<file path="src/gbpc_pkg.sv">
// Package: command codes, pin-to-line table and sizing constants for the GPIO pin controller.
package gbpc_pkg;

  localparam int unsigned NumPinsMax = 32;
  localparam int unsigned NumLines   = 8;
  localparam int unsigned LineRegW   = 8;
  localparam int unsigned SenseW     = 2 * LineRegW;
  localparam int unsigned PinW       = 8;
  localparam int unsigned LineIdxW   = $clog2(LineRegW);
  localparam int unsigned PinIdxW    = $clog2(NumPinsMax);

  localparam logic [7:0] NoLine = 8'hFF;

  typedef enum logic [1:0] {
    FuncConfig = 2'd0,
    FuncRead   = 2'd1,
    FuncWrite  = 2'd2,
    FuncIrq    = 2'd3
  } func_e;

  typedef logic [7:0] line_num_t;

  // External interrupt line of each pin, NoLine where the pin has none.
  localparam line_num_t PinLine [NumPinsMax] = '{
    NoLine, NoLine, 8'd2,   8'd3,   8'd4,   8'd5,   8'd6,   8'd7,
    8'd6,   8'd7,   8'd2,   8'd3,   NoLine, NoLine, NoLine, 8'd1,
    8'd0,   8'd1,   NoLine, NoLine, NoLine, NoLine, 8'd6,   8'd7,
    8'd4,   8'd5,   NoLine, 8'd7,   NoLine, NoLine, 8'd2,   8'd3
  };

  function automatic logic line_valid(line_num_t line);
    line_valid = (32'(line) < NumLines) && (32'(line) < LineRegW);
  endfunction

endpackage

</file>
<file path="src/gpio_bridge_pin_controller_top.sv">
// GPIO pin controller: command decode, pin and line registers, result register.
//
// One command beat in, one result beat out. A beat is captured in an input
// register and applied to the pin and line registers by a single layer of
// logic, which also loads the read value and interrupt mask into the result
// register; one command per cycle is sustained while the output side keeps
// taking beats. Pin numbers at or above NUM_PINS leave every register
// unchanged; interrupt setup on pins without a valid line leaves the line
// registers and mux bits unchanged. Pin registers are NUM_PINS bits wide
// and read back zero-extended to 32 bits.
module gpio_bridge_pin_controller_top
  import gbpc_pkg::*;
#(
  parameter int unsigned NUM_PINS = NumPinsMax
) (
  input  logic        clk_i,
  input  logic        rst_ni,
  input  logic        in_valid_i,
  output logic        in_ready_o,
  input  logic [1:0]  func_i,
  input  logic [7:0]  pin_i,
  input  logic        as_output_i,
  input  logic        open_drain_i,
  input  logic        pull_down_i,
  input  logic        pull_up_i,
  input  logic        irq_rise_i,
  input  logic        irq_fall_i,
  input  logic        drive_level_i,
  input  logic [31:0] pin_levels_i,
  input  logic [7:0]  line_flags_i,
  output logic        out_valid_o,
  input  logic        out_ready_i,
  output logic        read_value_o,
  output logic [31:0] pin_irq_mask_o,
  output logic [31:0] dir_bits_o,
  output logic [31:0] out_bits_o,
  output logic [31:0] pull_bits_o,
  output logic [31:0] inen_bits_o,
  output logic [31:0] mux_bits_o,
  output logic [7:0]  line_enable_o,
  output logic [7:0]  line_filter_o,
  output logic [15:0] line_sense_o
);

  typedef logic [NUM_PINS-1:0] pins_t;

  // input register
  logic                in_valid_q;
  func_e               func_q;
  logic [PinW-1:0]     pin_q;
  logic                as_output_q, open_drain_q, pull_down_q, pull_up_q;
  logic                irq_rise_q, irq_fall_q, drive_level_q;
  logic [31:0]         pin_levels_q;
  logic [LineRegW-1:0] line_flags_q;

  // pin and line state
  pins_t dir_q, dir_d, out_q, out_d, pull_q, pull_d;
  pins_t inen_q, inen_d, mux_q, mux_d, od_q, od_d;
  logic [LineRegW-1:0] irq_en_q, irq_en_d, irq_filt_q, irq_filt_d;
  logic [SenseW-1:0]   sense_q, sense_d;

  // result register
  logic        out_valid_q;
  logic        read_value_q;
  logic [31:0] mask_q;

  logic advance;
  assign advance    = in_valid_q && (!out_valid_q || out_ready_i);
  assign in_ready_o = !in_valid_q || advance;

  logic                pin_ok;
  pins_t               pbit;
  logic [PinIdxW-1:0]  pidx;
  line_num_t           line;
  logic [LineIdxW-1:0] lidx;
  logic [LineRegW-1:0] lbit;
  logic [SenseW-1:0]   sense_clr, sense_set;
  logic                read_value_d;
  logic [31:0]         mask_d;

  assign pin_ok    = 32'(pin_q) < NUM_PINS;
  assign pidx      = pin_q[PinIdxW-1:0];
  assign pbit      = pin_ok ? (pins_t'(1) << pin_q) : '0;
  assign line      = PinLine[pidx];
  assign lidx      = line[LineIdxW-1:0];
  assign lbit      = LineRegW'(1) << lidx;
  assign sense_clr = SenseW'(3) << {lidx, 1'b0};
  assign sense_set = SenseW'({irq_fall_q, irq_rise_q}) << {lidx, 1'b0};

  always_comb begin
    dir_d        = dir_q;
    out_d        = out_q;
    pull_d       = pull_q;
    inen_d       = inen_q;
    mux_d        = mux_q;
    od_d         = od_q;
    irq_en_d     = irq_en_q;
    irq_filt_d   = irq_filt_q;
    sense_d      = sense_q;
    read_value_d = 1'b0;
    mask_d       = '0;
    case (func_q)
      FuncConfig: begin
        if (pin_ok) begin
          inen_d = inen_q | pbit;
          if (as_output_q) begin
            if (open_drain_q) begin
              od_d   = od_q | pbit;
              pull_d = pull_up_q ? (pull_q | pbit) : (pull_q & ~pbit);
              dir_d  = dir_q & ~pbit;
              out_d  = out_q | pbit;
            end else begin
              od_d   = od_q & ~pbit;
              out_d  = out_q & ~pbit;
              pull_d = pull_q & ~pbit;
              dir_d  = dir_q | pbit;
            end
          end else begin
            dir_d  = dir_q & ~pbit;
            pull_d = (pull_down_q || pull_up_q) ? (pull_q | pbit) : (pull_q & ~pbit);
            // pull-up wins when both are asked for
            if (pull_up_q) begin
              out_d = out_q | pbit;
            end else if (pull_down_q) begin
              out_d = out_q & ~pbit;
            end
            if (line_valid(line)) begin
              if (irq_rise_q || irq_fall_q) begin
                irq_filt_d = irq_filt_q | lbit;
                mux_d      = mux_q | pbit;
                irq_en_d   = irq_en_q | lbit;
              end else begin
                irq_en_d = irq_en_q & ~lbit;
                mux_d    = mux_q & ~pbit;
              end
              sense_d = (sense_q & ~sense_clr) | sense_set;
            end
          end
        end
      end
      FuncRead: begin
        if (pin_ok) begin
          read_value_d = pin_levels_q[pidx];
        end
      end
      FuncWrite: begin
        if (pin_ok) begin
          out_d = drive_level_q ? (out_q | pbit) : (out_q & ~pbit);
          // open drain: high releases the pin, low drives it
          if (|(od_q & pbit)) begin
            dir_d = drive_level_q ? (dir_q & ~pbit) : (dir_q | pbit);
          end
        end
      end
      FuncIrq: begin
        for (int p = 0; p < NUM_PINS; p++) begin
          if (line_valid(PinLine[p])) begin
            mask_d[p] = line_flags_q[PinLine[p][LineIdxW-1:0]];
          end
        end
      end
      default: begin
      end
    endcase
  end

  always_ff @(posedge clk_i or negedge rst_ni) begin
    if (!rst_ni) begin
      in_valid_q  <= 1'b0;
      out_valid_q <= 1'b0;
      dir_q       <= '0;
      out_q       <= '0;
      pull_q      <= '0;
      inen_q      <= '0;
      mux_q       <= '0;
      od_q        <= '0;
      irq_en_q    <= '0;
      irq_filt_q  <= '0;
      sense_q     <= '0;
    end else begin
      if (in_ready_o) begin
        in_valid_q <= in_valid_i;
      end
      if (advance) begin
        out_valid_q <= 1'b1;
      end else if (out_ready_i) begin
        out_valid_q <= 1'b0;
      end
      if (advance) begin
        dir_q      <= dir_d;
        out_q      <= out_d;
        pull_q     <= pull_d;
        inen_q     <= inen_d;
        mux_q      <= mux_d;
        od_q       <= od_d;
        irq_en_q   <= irq_en_d;
        irq_filt_q <= irq_filt_d;
        sense_q    <= sense_d;
      end
    end
  end

  always_ff @(posedge clk_i) begin
    if (in_ready_o && in_valid_i) begin
      func_q        <= func_e'(func_i);
      pin_q         <= pin_i;
      as_output_q   <= as_output_i;
      open_drain_q  <= open_drain_i;
      pull_down_q   <= pull_down_i;
      pull_up_q     <= pull_up_i;
      irq_rise_q    <= irq_rise_i;
      irq_fall_q    <= irq_fall_i;
      drive_level_q <= drive_level_i;
      pin_levels_q  <= pin_levels_i;
      line_flags_q  <= line_flags_i;
    end
    if (advance) begin
      read_value_q <= read_value_d;
      mask_q       <= mask_d;
    end
  end

  assign out_valid_o    = out_valid_q;
  assign read_value_o   = read_value_q;
  assign pin_irq_mask_o = mask_q;
  assign dir_bits_o     = 32'(dir_q);
  assign out_bits_o     = 32'(out_q);
  assign pull_bits_o    = 32'(pull_q);
  assign inen_bits_o    = 32'(inen_q);
  assign mux_bits_o     = 32'(mux_q);
  assign line_enable_o  = irq_en_q;
  assign line_filter_o  = irq_filt_q;
  assign line_sense_o   = sense_q;

  // a pin routed to the interrupt controller always has its input buffer on
  a_mux_implies_inen: assert property (@(posedge clk_i) disable iff (!rst_ni)
    (mux_q & ~inen_q) == '0)
    else $error("mux bit set on pin with input buffer off");

  // the filter is never cleared, and is set whenever a line is enabled
  a_enable_implies_filter: assert property (@(posedge clk_i) disable iff (!rst_ni)
    (irq_en_q & ~irq_filt_q) == '0)
    else $error("line enabled without filter");

  // a held command is not dropped while the result side stalls
  a_hold_cmd: assert property (@(posedge clk_i) disable iff (!rst_ni)
    in_valid_q && !advance |=> in_valid_q)
    else $error("pending command lost");

  // pin and line registers move only when a command is applied
  a_state_stable: assert property (@(posedge clk_i) disable iff (!rst_ni)
    !advance |=> $stable(dir_q) && $stable(out_q) && $stable(sense_q) && $stable(od_q))
    else $error("state changed without a command");

  // a result register is loaded only when the previous result is gone
  a_no_overwrite: assert property (@(posedge clk_i) disable iff (!rst_ni)
    advance |-> !out_valid_q || out_ready_i)
    else $error("result overwritten");

endmodule
</file>
<file path="config.mk">
export PLATFORM = sky130hd
export DESIGN_NAME = gpio_bridge_pin_controller_top
export DESIGN_NICKNAME = d
export VERILOG_FILES = /design/src/gbpc_pkg.sv /design/src/gpio_bridge_pin_controller_top.sv
export SDC_FILE = /design/constraint.sdc
export NUM_CORES = 1
export LEC_CHECK = 0
export CAP_MARGIN = 20
export CORE_ASPECT_RATIO = 0.7
export CORE_MARGIN = 1.5
export CORE_UTILIZATION = 40
export CTS_CLUSTER_DIAMETER = 200
export DETAILED_ROUTE_END_ITERATION = 8
export DONT_BUFFER_PORTS = 1
export GPL_TIMING_DRIVEN = 0
export PLACE_DENSITY = 0.65
export SLEW_MARGIN = 20
export SYNTH_ARGS = -nofsm -noshare
export SYNTH_HDL_FRONTEND = slang
export SYNTH_SLANG_ARGS = --single-unit
</file>
<file path="constraint.sdc">
create_clock -name clk_i -period 6.85 [get_ports clk_i]
set_clock_uncertainty 0.05 [all_clocks]
set_input_delay 1.37 -clock clk_i [delete_from_list [all_inputs] [get_ports clk_i]]
set_output_delay 1.37 -clock clk_i [all_outputs]
set_load 0.02 [all_outputs]
</file>
; Word-level counts from Yosys, hierarchy flattened
; Memories as Yosys holds them, arrays and structs flattened.
; Cells that the tools add are included.
[word_totals]
latchBits = 0
elab_cells = 110
mem_bits_rw = 0
out_inout_bits = 227
n_memories = 1
mem_bits_ro = 256
ff_bits = 304
in_bits = 61
[op_classes]
n_addsub = 0
order_cmp = 4
muxes = 29
bitwise = 22
shift = 4
reduce_logical = 19
eq_ne = 7
div_mod_pow = 0
multipliers = 0
[memory_table]
columns = memory, words, word_bits, read_ports, rd_clocked_by_memory_dff, write_ports, line_no
row1 = (name not given), 32, 8, 1, 0, 0, gpio_bridge_pin_controller_top.sv:84  ; assign line = PinLine[pidx];
[ops]
columns = cell, count
row1 = $mux W32, 20
row2 = $and A32 B32 Y32, 6
row3 = $or A32 B32 Y32, 6
row4 = $pmux W32 S2, 2
row5 = $not A32 Y32, 1
row6 = $reduce_or A32 Y1, 1
row7 = $shl A1 B8 Y32 const A, 1
row8 = $mux W8, 3
row9 = $and A16 B16 Y16, 1
row10 = $not A16 Y16, 1
row11 = $or A16 B16 Y16, 1
row12 = $or A8 B8 Y8, 2
row13 = $shl A2 B4 Y16, 1
row14 = $shl A2 B4 Y16 const A, 1
row15 = $reduce_and A5 Y1, 3
row16 = $and A8 B8 Y8, 1
row17 = $lt A8 B4 Y1 const B, 1
row18 = $lt A8 B6 Y1 const B, 1
row19 = $not A8 Y8, 1
row20 = $shl A1 B3 Y8 const A, 1
row21 = $ge A6 B6 Y1 const B, 1
row22 = $lt A5 B6 Y1 const B, 1
row23 = $ne A2 B2 Y1 const B, 3
row24 = $not A5 Y6, 1
row25 = 15 further kinds, 24

; Logic depth before layout (Yosys ltp)
[logic_depth]
ltp_word = 9
ltp_mapped = 10
mapped_depth_nobuf = 8

; Least setup slack after synthesis
; No wires, ideal clock.
[synth_path]
path_type = input -> register
startpoint = in out_ready_i
endpoint = reg as_output_q, enable pin
setup_time_ns = 0.421
t_arrival_ns = 3.022
n_path_buf = 0
setup_slack_ns = 3.357
cell_stages = 2
required_ns = 6.379
cell_sequence = nand3b_1 -> and2_1
[synth_via]
elab_chain_len = 4
[synth_rtl]
columns = item, line_no
row1 = start: declaration, gpio_bridge_pin_controller_top.sv:32  ; input logic out_ready_i,
row2 = $logic_or A1 B1 Y1, gpio_bridge_pin_controller_top.sv:68  ; assign advance = in_valid_q && (!out_valid_q || out_ready_i);
row3 = $logic_and A1 B1 Y1, gpio_bridge_pin_controller_top.sv:68
row4 = $logic_or A1 B1 Y1, gpio_bridge_pin_controller_top.sv:69  ; assign in_ready_o = !in_valid_q || advance;
row5 = $logic_and A1 B1 Y1, gpio_bridge_pin_controller_top.sv:204  ; if (in_ready_o && in_valid_i) begin
row6 = end signal: assignment, gpio_bridge_pin_controller_top.sv:207  ; as_output_q <= as_output_i;
row7 = end: declaration, gpio_bridge_pin_controller_top.sv:51  ; logic as_output_q, open_drain_q, pull_down_q, pull_up_q;
; Every way passes these cells.
; A chain may end at the register's enable or synchronous reset.

==> impl_metrics.ini <==
[outcome]
outcome = completed

[yosys]
synthArstFlopShare_pct = 77.4
synthCells = 989
synth_edf_count = 66
ys.warnings.count = 0
ys_seq_area_share_pct = 61.6
synth_area_per_cell_um2 = 12.5
synth-main-ff-cell = dfrtp_1
netlist_area_um2 = 12400
ys_seq_elements = 292
synthDistinctLibCells = 59

[timing]
hold_viol_final = 0
period_minus_slack_ns = 4.43
tightestPinTransition_ns = 1.01
rsz0062_at_grt = false
finalCritPeriodShare_pct = 64.7
clock.fmax_mhz = 226
tns_ns = 0
slew_headroom_pct = 32.1
setup_viol = 0
drv_slew = 0

[critical_path]
reg2reg_slack_ns = 2.42
crit_fanout = 10
crit_required_ns = 7.24
crit_arrival_ns = 4.82
slowest_delay_ns = 0.75
crit_type = reg2reg
reg2reg_depth = 9
cp-start-kind = flip-flop
crit_path_cell_trace = clkbuf_1, buf_2, inv_1, ha_1, mux4_2, nor4_4, nand2_1, nor3_1, mux2_1
r2r_start = pin_q[1]
crit_buf_inv = 3
end_kind = flip-flop
crit_family = simple AND/OR/NAND/NOR gates
critical-path-slowest-cell = nor4_4

[routing]
routedWlPerCell_um = 25.3
dr.first_iter.drc_count = 692
drc = 0
vias = 8378
ant_nets = 0
drt_pass1_iterations = 5
routed_wirelength_um = 37300
via_per_inst = 5.68

[die]
die_h_um = 150
ios = 288
initial_utilization_pct = 41.0
row_count = 53
die_w_um = 213
core-area_um2 = 30200
die-area_um2 = 32100

[final_layout]
final_common_cell = dfrtp_1
final_core_util_pct = 46.4
layout.cells.most_common_list = dfrtp_1 (226), nand2_1 (68), edfxtp_1 (66)
nNetsFinal = 1099
layout-drive-gt1-share_pct = 17.1
syn_to_final_growth_pct = 13.2

[placement]
dp_hpwl_um = 26800
place_congestion = 0.932
numPortBuffers = 0

[clock_network]
path_clk_slew_ns = 0.07
postCtsSetupBuffers = 0
clkSinkCount = 292
ctsHtreeMaxLevel = 1
numCtsBuffers = 29
clkLatencyLatePin_ns = 0.57
cts_tree = built
clockBufferDepth = 3
ctsResizeCount = 0
cts_root_buffer = clkbuf_16
cts.hold.buffers_added = 0

[global_routing]
grt-ovfl-total = 0
grt_usage_pct = 23.1
grt_pass1_wl_um = 54400
antenna_found_initial = 5
grt_start_max_net_pins = 227
grt_pass1_vias = 8346

[run]
maxCapViolations = 0

[hold_path]
hold_class = reg2reg
hold_depth = 1

[pwr]
p_total_mw = 3.72
power_density_nw_per_um2 = 265
peakVddDrop_mv = 0.190
cellLeakagePower_nw = 6.33
report_power, final:
part	switching, mW	total (mW)	internal (mW)
Clock	0.697	1.67	0.973
Sequential	0.0392	1.86	1.82
Combinational	0.132	0.189	0.0567
worst max path at each step:
stage	startpoint	end	slack (ns)	cells after the start
final	pin_q[1]	flip-flop	2.42	9
after global routing	pin_q[1]	line_sense_o[0]	2.25	9
after CTS	pin_q[1]	flip-flop	2.48	9
after detailed placement	out_ready_i	flip-flop	2.49	6
after global placement	out_ready_i	flip-flop	2.30	6
after floorplan	out_ready_i	as_output_q	3.36	2
area by class of cell:
type / count / area [um^2]
flip-flops and latches: 292 / 7640
repair buffers: 3 / 40.0
clock buffers: 39 / 838
multi-input cells: 604 / 4330
plain buffers: 98 / 475
well taps: 412 / 515
fillers: 2807 / 16200
diodes: 6 / 15.0
clock inverters: 15 / 161
inverters: 6 / 22.5
through the flow:
step | hold slack [ns] | cells | worst slack [ns] | instance area, um^2
6_report | 0.442 | 1475 | 2.42 | 14000
5_1_grt | 0.427 | 1469 | 2.25 | 14000
4_1_cts | 0.423 | 1469 | 2.48 | 14000
3_5_place_dp | 0.431 | 1415 | 2.49 | 13000
3_3_place_gp | 0.427 | 1412 | 2.30 | 13000
2_1_floorplan | 0.406 | 1000 | 3.36 | 12400
per-layer routing:
layer | vias up | share of wire [%] | track usage (%)
li1 | 3653 | - | -
met1 | 4311 | 43 | 31.9
met2 | 370 | 43 | 33.9
met3 | 42 | 13 | 9.82
met4 | 2 | 1.6 | 4.19
met5 | - | 0.027 | 0
kinds of logic (layout without fill, tap and decap cells):
family | Yosys count | count (layout) | share of synthesized area (%)
flip-flops | 292 | 292 | 61.6
AND/OR/NAND/NOR | 251 | 251 | 10.8
AO/OA/AOI/OAI | 201 | 201 | 10.2
multiplexers | 136 | 136 | 13.0
buffers and inverters | 104 | 161 | 4.02
adder cells (fa/ha/maj) | 4 | 4 | 0.404
other | 1 | 18 | 0.0302
synth_stat cells (22+ instances only):
library cell / n / area share (%)
buf_4: 25 / 1.5
o21ai_0: 22 / 0.89
nand2b_1: 32 / 1.6
a31oi_1: 43 / 2.2
mux2_2: 51 / 4.6
mux2_1: 62 / 5.6
nand2_1: 68 / 2.1
nor2_1: 51 / 1.5
a21oi_1: 57 / 2.3
clkbuf_1: 59 / 1.8
edfxtp_1: 66 / 16
o211ai_1: 26 / 1.6
dfrtp_1: 226 / 46
Power figures use the tool's default switching activity.
